<file path="src/hw/rtl/wsrf_pkg.sv">
package wsrf_pkg;

  localparam int unsigned SPEED_W = 14;
  localparam int unsigned RELOAD_W = 8;

  localparam logic [SPEED_W-1:0] SPEED_MAX = 14'd9600;
  localparam logic [RELOAD_W-1:0] RELOAD_RST = 8'd5;

  // band edges in 1/64 m/s: 40, 60, 80, 100 m/s
  localparam logic [SPEED_W-1:0] EDGE_0 = 14'd2560;
  localparam logic [SPEED_W-1:0] EDGE_1 = 14'd3840;
  localparam logic [SPEED_W-1:0] EDGE_2 = 14'd5120;
  localparam logic [SPEED_W-1:0] EDGE_3 = 14'd6400;

  // allowed jumps: 30, 25, 20, 15, 10 m/s
  localparam logic [SPEED_W-1:0] GAP_0 = 14'd1920;
  localparam logic [SPEED_W-1:0] GAP_1 = 14'd1600;
  localparam logic [SPEED_W-1:0] GAP_2 = 14'd1280;
  localparam logic [SPEED_W-1:0] GAP_3 = 14'd960;
  localparam logic [SPEED_W-1:0] GAP_4 = 14'd640;

  localparam int unsigned ADDR_W = 2;
  localparam logic [ADDR_W-1:0] ADDR_HOLDOFF = 2'd0;

  // sample moving from the input register into the decision stage
  typedef struct packed {
    logic               take;
    logic signed [15:0] speed;
  } wsrf_stage_t;

  function automatic logic [SPEED_W-1:0] allowed_gap(input logic [SPEED_W-1:0] s);
    logic [SPEED_W-1:0] g;
    if (s < EDGE_0) g = GAP_0;
    else if (s < EDGE_1) g = GAP_1;
    else if (s < EDGE_2) g = GAP_2;
    else if (s < EDGE_3) g = GAP_3;
    else g = GAP_4;
    return g;
  endfunction

endpackage

</file>
<file path="src/hw/rtl/wsrf_cfg.sv">
module wsrf_cfg
  import wsrf_pkg::*;
(
  input  logic                clk,
  input  logic                rst_n,
  input  logic                cfg_psel,
  input  logic                cfg_penable,
  input  logic                cfg_pwrite,
  input  logic [ADDR_W-1:0]   cfg_paddr,
  input  logic [31:0]         cfg_pwdata,
  output logic [31:0]         cfg_prdata,
  output logic                cfg_pready,
  output logic [RELOAD_W-1:0] holdoff_reload
);

  logic [RELOAD_W-1:0] reload_r;
  logic [RELOAD_W-1:0] reload_nxt;
  logic                wr_en;

  assign cfg_pready = 1'b1;
  assign wr_en = cfg_psel && cfg_penable && cfg_pwrite && cfg_pready;

  always_comb begin
    reload_nxt = reload_r;
    if (wr_en && (cfg_paddr == ADDR_HOLDOFF)) begin
      reload_nxt = cfg_pwdata[RELOAD_W-1:0];
    end
  end

  always_ff @(posedge clk) begin
    if (!rst_n) begin
      reload_r <= RELOAD_RST;
    end else begin
      reload_r <= reload_nxt;
    end
  end

  always_comb begin
    unique case (cfg_paddr)
      ADDR_HOLDOFF: cfg_prdata = {{(32-RELOAD_W){1'b0}}, reload_r};
      default:      cfg_prdata = 32'd0;
    endcase
  end

  assign holdoff_reload = reload_r;

endmodule

</file>
<file path="src/hw/rtl/wsrf_core.sv">
module wsrf_core
  import wsrf_pkg::*;
(
  input  logic                clk,
  input  logic                rst_n,
  input  wsrf_stage_t         stage,
  input  logic [RELOAD_W-1:0] holdoff_reload,
  input  logic                out_stall,
  output logic                out_valid,
  output logic                out_accepted,
  output logic [SPEED_W-1:0]  out_reference_speed
);

  logic [SPEED_W-1:0]  ref_r, ref_nxt;
  logic                ref_ok_r, ref_ok_nxt;
  logic [RELOAD_W-1:0] ctr_r, ctr_nxt;
  logic                ovalid_r, ovalid_nxt;
  logic                oacc_r, oacc_nxt;
  logic [SPEED_W-1:0]  oref_r;

  logic               in_range;
  logic [SPEED_W-1:0] s;
  logic [SPEED_W-1:0] jump;
  logic               jump_ok;

  assign s = stage.speed[SPEED_W-1:0];
  // not negative and at most 150 m/s
  assign in_range = !stage.speed[15] && (stage.speed[14:0] <= {1'b0, SPEED_MAX});
  assign jump = (s >= ref_r) ? (s - ref_r) : (ref_r - s);
  assign jump_ok = jump <= allowed_gap(s);

  always_comb begin
    ref_nxt    = ref_r;
    ref_ok_nxt = ref_ok_r;
    ctr_nxt    = ctr_r;
    oacc_nxt   = 1'b0;
    if (stage.take && in_range) begin
      if (!ref_ok_r) begin
        ref_nxt    = s;
        ref_ok_nxt = 1'b1;
        oacc_nxt   = 1'b1;
      end else if (jump_ok) begin
        ref_nxt  = s;
        ctr_nxt  = holdoff_reload;
        oacc_nxt = 1'b1;
      end else if (ctr_r == '0) begin
        // holdoff spent: resync to the sample but still reject it
        ref_nxt = s;
        ctr_nxt = holdoff_reload;
      end else begin
        ctr_nxt = ctr_r - 1'b1;
      end
    end
  end

  always_comb begin
    if (stage.take) ovalid_nxt = 1'b1;
    else if (!out_stall) ovalid_nxt = 1'b0;
    else ovalid_nxt = ovalid_r;
  end

  always_ff @(posedge clk) begin
    if (!rst_n) begin
      ref_r    <= '0;
      ref_ok_r <= 1'b0;
      ctr_r    <= RELOAD_RST;
      ovalid_r <= 1'b0;
    end else begin
      ref_r    <= ref_nxt;
      ref_ok_r <= ref_ok_nxt;
      ctr_r    <= ctr_nxt;
      ovalid_r <= ovalid_nxt;
    end
  end

  always_ff @(posedge clk) begin
    if (stage.take) begin
      oacc_r <= oacc_nxt;
      oref_r <= ref_nxt;
    end
  end

  assign out_valid           = ovalid_r;
  assign out_accepted        = oacc_r;
  assign out_reference_speed = oref_r;

`ifndef ASSERT_OFF
  a_ref_bound: assert property (@(posedge clk) disable iff (!rst_n)
    ovalid_r |-> (oref_r <= SPEED_MAX))
    else $error("reference beyond 150 m/s");

  a_ctr_hold: assert property (@(posedge clk) disable iff (!rst_n)
    !stage.take |=> $stable(ctr_r) && $stable(ref_r))
    else $error("filter state moved without a sample");

  a_ref_valid: assert property (@(posedge clk) disable iff (!rst_n)
    ovalid_r && oacc_r |-> ref_ok_r)
    else $error("accepted sample left no reference");

  a_take_room: assert property (@(posedge clk) disable iff (!rst_n)
    stage.take |-> (!ovalid_r || !out_stall))
    else $error("result register overwritten while stalled");
`endif

endmodule

</file>
<file path="src/hw/rtl/wind_spike_rejection_filter.sv">
// Channel  Direction  Ports                                        Transfer
// in       input      in_valid, in_stall, in_wind_speed            valid & !stall
// out      output     out_valid, out_stall, out_accepted,          valid & !stall
//                     out_reference_speed
// cfg      APB slave  cfg_psel/penable/pwrite/paddr/pwdata/        psel & penable &
//                     prdata/pready                                pwrite & pready
//
// One sample per cycle sustained while out_stall stays low; each sample passes
// through the input register, then the decision into the result register.
// The filter state updates as the sample leaves the input register, so the
// next sample sees it at once.
// Reset (rst_n low, synchronous) clears both stages, drops the reference and
// loads the holdoff counter and holdoff_reload with 5.
// A stalled result holds in the result register while one more sample waits
// in the input register; in_stall rises only when both are full.
module wind_spike_rejection_filter
  import wsrf_pkg::*;
(
  input  logic               clk,
  input  logic               rst_n,

  input  logic               in_valid,
  output logic               in_stall,
  input  logic signed [15:0] in_wind_speed,

  output logic               out_valid,
  input  logic               out_stall,
  output logic               out_accepted,
  output logic [SPEED_W-1:0] out_reference_speed,

  input  logic               cfg_psel,
  input  logic               cfg_penable,
  input  logic               cfg_pwrite,
  input  logic [ADDR_W-1:0]  cfg_paddr,
  input  logic [31:0]        cfg_pwdata,
  output logic [31:0]        cfg_prdata,
  output logic               cfg_pready
);

  logic                s1_valid_r;
  logic                s1_valid_nxt;
  logic signed [15:0]  s1_speed_r;
  logic                advance;
  wsrf_stage_t         stage;
  logic [RELOAD_W-1:0] holdoff_reload;

  // Advance the held sample whenever the result register is free or draining.
  assign advance  = s1_valid_r && (!out_valid || !out_stall);
  assign in_stall = s1_valid_r && !advance;

  always_comb begin
    s1_valid_nxt = s1_valid_r;
    if (!in_stall) begin
      s1_valid_nxt = in_valid;
    end
  end

  always_ff @(posedge clk) begin
    if (!rst_n) begin
      s1_valid_r <= 1'b0;
    end else begin
      s1_valid_r <= s1_valid_nxt;
    end
  end

  // Capture the payload on every open cycle; hold it while stalled.
  always_ff @(posedge clk) begin
    if (!in_stall) begin
      s1_speed_r <= in_wind_speed;
    end
  end

  assign stage.take  = advance;
  assign stage.speed = s1_speed_r;

  wsrf_cfg u_cfg (
    .clk            (clk),
    .rst_n          (rst_n),
    .cfg_psel       (cfg_psel),
    .cfg_penable    (cfg_penable),
    .cfg_pwrite     (cfg_pwrite),
    .cfg_paddr      (cfg_paddr),
    .cfg_pwdata     (cfg_pwdata),
    .cfg_prdata     (cfg_prdata),
    .cfg_pready     (cfg_pready),
    .holdoff_reload (holdoff_reload)
  );

  wsrf_core u_core (
    .clk                 (clk),
    .rst_n               (rst_n),
    .stage               (stage),
    .holdoff_reload      (holdoff_reload),
    .out_stall           (out_stall),
    .out_valid           (out_valid),
    .out_accepted        (out_accepted),
    .out_reference_speed (out_reference_speed)
  );

`ifndef ASSERT_OFF
  a_stall_full: assert property (@(posedge clk) disable iff (!rst_n)
    in_stall |-> s1_valid_r && out_valid)
    else $error("input stalled with room in the pipe");

  a_adv_result: assert property (@(posedge clk) disable iff (!rst_n)
    advance |=> out_valid)
    else $error("advanced sample produced no result");

  a_held_sample: assert property (@(posedge clk) disable iff (!rst_n)
    in_stall |=> s1_valid_r && $stable(s1_speed_r))
    else $error("held sample lost under stall");
`endif

endmodule
</file>
<file path="config.mk">
export PLATFORM = sky130hd
export DESIGN_NAME = wind_spike_rejection_filter
export DESIGN_NICKNAME = d
export VERILOG_FILES = /design/src/hw/rtl/wsrf_pkg.sv /design/src/hw/rtl/wsrf_cfg.sv /design/src/hw/rtl/wsrf_core.sv /design/src/hw/rtl/wind_spike_rejection_filter.sv
export SDC_FILE = /design/constraint.sdc
export NUM_CORES = 1
export LEC_CHECK = 0
export ABC_AREA = 1
export BUFFER_PORTS_ARGS = -buffer_cell sky130_fd_sc_hd__buf_2
export CAP_MARGIN = 30
export CORE_ASPECT_RATIO = 0.75
export CORE_MARGIN = 2
export CORE_UTILIZATION = 29
export CTS_CLUSTER_SIZE = 40
export DETAILED_ROUTE_END_ITERATION = 8
export PLACE_DENSITY = 0.57
export SLEW_MARGIN = 0
export SYNTH_ARGS = -nofsm -noshare
export SYNTH_HDL_FRONTEND = slang
export SYNTH_SLANG_ARGS = --single-unit
</file>
<file path="constraint.sdc">
create_clock -name clk -period 6.3 [get_ports clk]
set_clock_uncertainty 0.2 [all_clocks]
set_input_delay 0.945 -clock clk [delete_from_list [all_inputs] [get_ports clk]]
set_output_delay 0.945 -clock clk [all_outputs]
set_load 0.01 [all_outputs]
</file>
=== After elaboration in Yosys (flattened, before gate mapping) ===
Index checks and enable logic that the tools add are counted.
Widths: inputs -> output; s select.

* Add/subtract/negate cells: 3
* Multipliers: 0
* Div/mod/pow operators: 0
* Order comparisons: 7
* Equality and inequality tests: 1
* Shift-type cells: 0
* Mux-type cells: 16
* Bitwise logic cells: 0
* Reductions and logical operators: 15

{| class="wikitable"
|+ Operators with widths
! operator !! number
|-
| $mux 14 || 8
|-
| $lt 14x12->1 const B || 2
|-
| $lt 14x13->1 const B || 2
|-
| $sub 14x14->14 || 2
|-
| $mux 8 || 3
|-
| $le 15x14->1 const B || 1
|-
| $ge 14x14->1 || 1
|-
| $le 14x14->1 || 1
|-
| $mux 9 || 1
|-
| $logic_not 8->1 || 1
|-
| $sub 8x1->8 const B || 1
|-
| $logic_and 1x1->1 || 7
|-
| $logic_not 1->1 || 4
|-
| $mux 1 || 4
|-
| $logic_not 2->1 || 1
|-
| $ne 2x1->1 const B || 1
|-
| $reduce_and 2->1 || 1
|-
| $logic_or 1x1->1 || 1
|}

* Bits in registers: 64
* Bits in latches: 0
* RAM bits: 0
* Bits in read-only memories: 0
* Bits of input ports: 57
* Output and inout bits: 50
* Word-level logic and storage cells: 51
* Memories kept: 0

=== Logic depth before layout (Yosys ltp) ===
* Word-level depth: 9
* Gate-level depth with buffers: 28
* Mapped depth without buffers: 26

=== Modules after synthesis ===
From an unflattened synthesis, not the netlist that was laid out.

* Cell total of the unflattened synthesis: 734
* Area total of the unflattened synthesis: 4,979.8 um^2

{| class="wikitable"
|+ Modules (own cells, without submodules)
! module !! times used !! cells an instance !! area each (um^2) !! seq. area each (um^2)
|-
| wsrf_core || 1 || 613 || 3,798.6 || 930.9
|-
| wsrf_cfg || 1 || 98 || 643.1 || 160.2
|-
| wind_spike_rejection_filter || 1 || 23 || 538.0 || 500.5
|}

=== Worst setup path before layout ===
OpenSTA, ideal clock, no wires.

* Path type: reg2reg
* Start: register s1_speed_r[11]
* End: register u_core.oref_r[11] (netlist: u_core.out_reference_speed[11]), data pin
* Library setup time: 0.252 ns
* Data arrival time: 3.387 ns
* Data required time: 5.848 ns
* Slack: 2.461 ns
* Cell stages (with the launch flop): 27
* Path buffers: 2
* Period minus slack after synthesis: 3.839 ns
* Cells stage by stage: edfxtp_1 inv_1 ha_1 nand2_1 nor2_2 nand2_2 nor2_2 nor2_1 nand3_2 buf_6 o21ai_0 o211ai_1 xnor2_1 inv_1 ha_1 nand2_1 nor4b_1 nand2_1 nor2_1 nand2_1 nand2_1 nand3_4 buf_4 nand3_1 nand3_1 nand2_1 inv_1

* Cells in the longest elaborated chain, start to end: 9
* Elaborated cells on any way between the ends: 20
* Those cells by class: add/sub: 2; order compare: 7; mux: 9; reduce/logical: 2

{| class="wikitable"
|+ RTL lines
! item !! line !! source
|-
| from (decl) || wind_spike_rejection_filter.sv:42 || <nowiki>logic signed [15:0] s1_speed_r;</nowiki>
|-
| from (signal assigned) || wind_spike_rejection_filter.sv:69 || <nowiki>s1_speed_r <= in_wind_speed;</nowiki>
|-
| $lt 14x13->1 || wsrf_pkg.sv:36 || <nowiki>else if (s < EDGE_3) g = GAP_3;</nowiki>
|-
| $mux 9 || wsrf_pkg.sv:36 ||
|-
| $mux 14 || wsrf_pkg.sv:35 || <nowiki>else if (s < EDGE_2) g = GAP_2;</nowiki>
|-
| $mux 14 || wsrf_pkg.sv:34 || <nowiki>else if (s < EDGE_1) g = GAP_1;</nowiki>
|-
| $mux 14 || wsrf_pkg.sv:33 || <nowiki>if (s < EDGE_0) g = GAP_0;</nowiki>
|-
| $le 14x14->1 || wsrf_core.sv:30 || <nowiki>assign jump_ok = jump <= allowed_gap(s);</nowiki>
|-
| $mux 14 || wsrf_core.sv:42 || <nowiki>end else if (jump_ok) begin</nowiki>
|-
| $mux 14 || wsrf_core.sv:38 || <nowiki>if (!ref_ok_r) begin</nowiki>
|-
| $mux 14 * || wsrf_core.sv:37 || <nowiki>if (stage.take && in_range) begin</nowiki>
|-
| net u_core.ref_nxt[11] || wsrf_core.sv:14 || <nowiki>logic [SPEED_W-1:0] ref_r, ref_nxt;</nowiki>
|-
| to (signal assigned) || wsrf_core.sv:79 || <nowiki>oref_r <= ref_nxt;</nowiki>
|-
| to (decl) || wsrf_core.sv:19 || <nowiki>logic [SPEED_W-1:0] oref_r;</nowiki>
|}

The timed path passes the listed nets; every way through them passes the cells marked *.
A chain may end at the register's enable or synchronous reset.

=== Final worst setup path ===
* Start: register s1_speed_r[9]
* End: register u_core.oref_r[11] (netlist: u_core.out_reference_speed[11]), data pin

Same word-level chain as after synthesis.

==> metrics.cfg <==
[synth]
flop_and_latch_count_out_of_synthesis=64
yosysWarnings=0
async_flop_share=0
mappedNetlistArea_mm2=0.00489
synth_enable_flop_cells=31
ys_seq_area_frac=0.326
primary_flip_flop_cell_chosen_by_synthesis_mapping=dfxtp_1
post_synth_inst_count=699
synth_area_per_cell_um2=6.99
count_of_cell_types_in_the_netlist=41

[floorplanning]
row_count=41
core_area_mm2=0.0167
initial_utilization=0.293
boundaryPins=107
die-height_um=116
dieWidth_um=154
dieArea_mm2=0.0179

[cts]
number_of_setup_buffers_added_after_cts=0
cts.repair.resized=0
cts.htree.levels=3
tritoncts_num_sinks=64
cts_tree=yes
cts-hold-fix-buffers=0
clkTransAtPathRegs_ns=0.05
clk_latency_ns=0.33
cts_buffers=9
clockBufferDepth=2
cts.root.buffer_cell=clkbuf_16

[worst_hold_path]
worst_hold_path_type=reg -> reg

[place]
gpl.final_weighted_congestion=0.861
dp_hpwl_mm=9.87
placement.io_buffers=57
dpl.cell_count=955

[route]
wire_per_inst_um=12.9
routed_wirelength_mm=12.5
drt_pass1_iterations=5
antenna_violating_nets_post_route=0
dr_vias=4414
detail_route.vias_per_cell=4.55
drcViolationCount=0
drtIter0Drc=326

[finish]
layout_commonest_cell=nand2_1
mostFrequentLayoutCells=nand2_1, inv_1, nand3_1, buf_2, nor2_1
multi_input_comb_area_mm2=0.00266
final_nets=842
synthToLayoutAreaGrowth_pct=14.2
layout-drive-gt1-share=0.138
final.fill_count=1787
post_layout_instance_count_excluding_filler_cells=971
sequential_cell_area_mm2=0.00159
insertedDiodeCount=0

[setup_path]
cp_data_arrival_time_ns=5.12
endpoint_kind=flop
timing_worst_setup_path_type=reg -> reg
critical_path.max_fanout=24
critPathBufInv=3
most_common_cell_type_on_the_critical_path=nand2_1
max_stage_delay_ns=0.52
worst_ep_required_time_ns=6.30
critical_path.slowest_cell=nor4b_1
top_family_by_delay_on_critical_path=simple AND/OR/NAND/NOR gates
critPathLaunchType=flop
crit_path_cell_trace=inv_1, ha_1, a21oi_1, nand2_1, nand2_1, nand3_2, o21ai_0, o211ai_1, xnor2_1, inv_1, ha_1, nand2_1, nor4b_1, nand2_1, nor2_1, nand2_1, nand2_1, nand3_4, nand2_4, nand2_1, nand3_1, nand2_1, inv_1

[power_and_ir_drop]
power.combinational.fraction=0.194
net_sw_frac=0.287
power.density_cell_area_mw_per_mm2=224
power.share.clock=0.433
fin_total_pwr_mw=1.25
p_leak_nw=2.81
sequentialPowerShare=0.372
internal_power_mw=0.893
total_switching_power_mw=0.359
peak_vdd_ir_uv=122

[global_routing]
globalRouteOverflowTotal=0
antenna_found_initial=0
grt_first_pass_wirelength_mm=20.2
pin_count_of_the_biggest_net_entering_global_routing=26
first_global_vias=3897
overall_global_routing_usage=0.142

[sta]
grt_setup_unrepaired=no
final.setup.tns_ns=0
max_slew_margin=0.445
fmax_mhz=195
fin_worst_hold_slack_ns=0.272
finalCritPeriodShare=0.812
report.final.hold_viol_count=0
setup-violations-final=0
worstMarginPinSlew_ns=0.832
layout_min_cycle_time_ns=5.12
drv_slew=0

[run_status]
run_status=finished, final reports clean

[job]
cap_violations=0

registers in the layout, summed over array words and instances, names as in the netlist:
signal,flops
s1_speed_r,16
u_core.ctr_r,8
u_cfg.holdoff_reload,8
u_core.out_valid,1
u_core.out_reference_speed,14
u_core.out_accepted,1
u_core.ref_ok_r,1
s1_valid_r,1
u_core.ref_r,14
synthesized netlist by cell type (all sizes together), types with 2 or more instances:
master	instances	area (um^2)
a21oi	38	201
a31oi	8	50.1
buf	35	269
clkbuf	7	26.3
conb	2	7.51
dfxtp	33	661
edfxtp	31	931
ha	34	425
inv	115	432
mux2i	2	20.0
nand2	200	776
nand3	63	353
nand3b	2	15.0
nand4	12	75.1
nor2	53	224
o211ai	6	45.0
o21a	3	22.5
o21ai	29	145
o21bai	2	15.0
xnor2	7	61.3
xor2	8	70.1
power by group through the flow:
stage	registers [mW]	clock network, mW	logic [mW]
finish	0.467	0.542	0.244
global route	0.469	0.571	0.279
CTS	0.467	0.551	0.243
detailed placement	0.475	0	0.241
global placement	0.475	0	0.239
floorplan	0.473	0	0.194
layer usage:
| metal | part of all wire | track usage | up-vias |
|---|---|---|---|
| li1 | - | - | 2295 |
| met2 | 0.41 | 0.210 | 117 |
| met3 | 0.049 | 0.0301 | 5 |
| met4 | 0.0057 | 0.0262 | 0 |
| met5 | 0 | 0 | - |
| met1 | 0.53 | 0.213 | 1997 |
worst reg2reg max path: stages (launching register included):
cell and delay (ns):
edfxtp_1 0.45, inv_1 0.14, ha_1 0.41, a21oi_1 0.31
nand2_1 0.12, nand2_1 0.11, nand3_2 0.30, o21ai_0 0.29
o211ai_1 0.15, xnor2_1 0.21, inv_1 0.06, ha_1 0.29
nand2_1 0.07, nor4b_1 0.52, nand2_1 0.11, nor2_1 0.10
nand2_1 0.11, nand2_1 0.12, nand3_4 0.29, nand2_4 0.32
nand2_1 0.08, nand3_1 0.07, nand2_1 0.09, inv_1 0.06
layout make-up:
class / count / area share
Clock buffer: 11 / 0.0435
Inverter: 116 / 0.0780
Multi-Input combinational cell: 500 / 0.476
Clock inverter: 5 / 0.0143
Sequential cell: 64 / 0.285
Tap cell: 215 / 0.0482
Timing Repair Buffer: 60 / 0.0551
cell families after synthesis:
| kind of cell | synth area share |
|---|---|
| other | 0.00154 |
| multiplexers | 0.00410 |
| XOR/XNOR | 0.0269 |
| flip-flops | 0.326 |
| buffers and inverters | 0.150 |
| AND/OR/NAND/NOR | 0.301 |
| adder cells (fa/ha/maj) | 0.0870 |
| AO/OA/AOI/OAI | 0.105 |
worst paths after layout:
check	slack, ns	startpoint	to	cells after the start
worst min-delay path	0.27	u_cfg.holdoff_reload[1]	u_cfg.holdoff_reload[1]	2
worst max-delay path	1.18	s1_speed_r[9]	u_core.out_reference_speed[11]	23
worst max register to register	1.18	s1_speed_r[9]	u_core.out_reference_speed[11]	23
worst min register to register	0.27	u_cfg.holdoff_reload[1]	u_cfg.holdoff_reload[1]	2
per-stage QoR:
step | utilization | cell area [um^2] | setup slack [ns]
after floorplan | - | 4970 | 2.46
after global placement | 0.315 | 5260 | 1.30
after detailed placement | 0.315 | 5260 | 1.32
after CTS | 0.335 | 5580 | 1.30
after global routing | 0.335 | 5580 | 0.701
final | 0.335 | 5580 | 1.18
(Power assumes the default switching activity.)
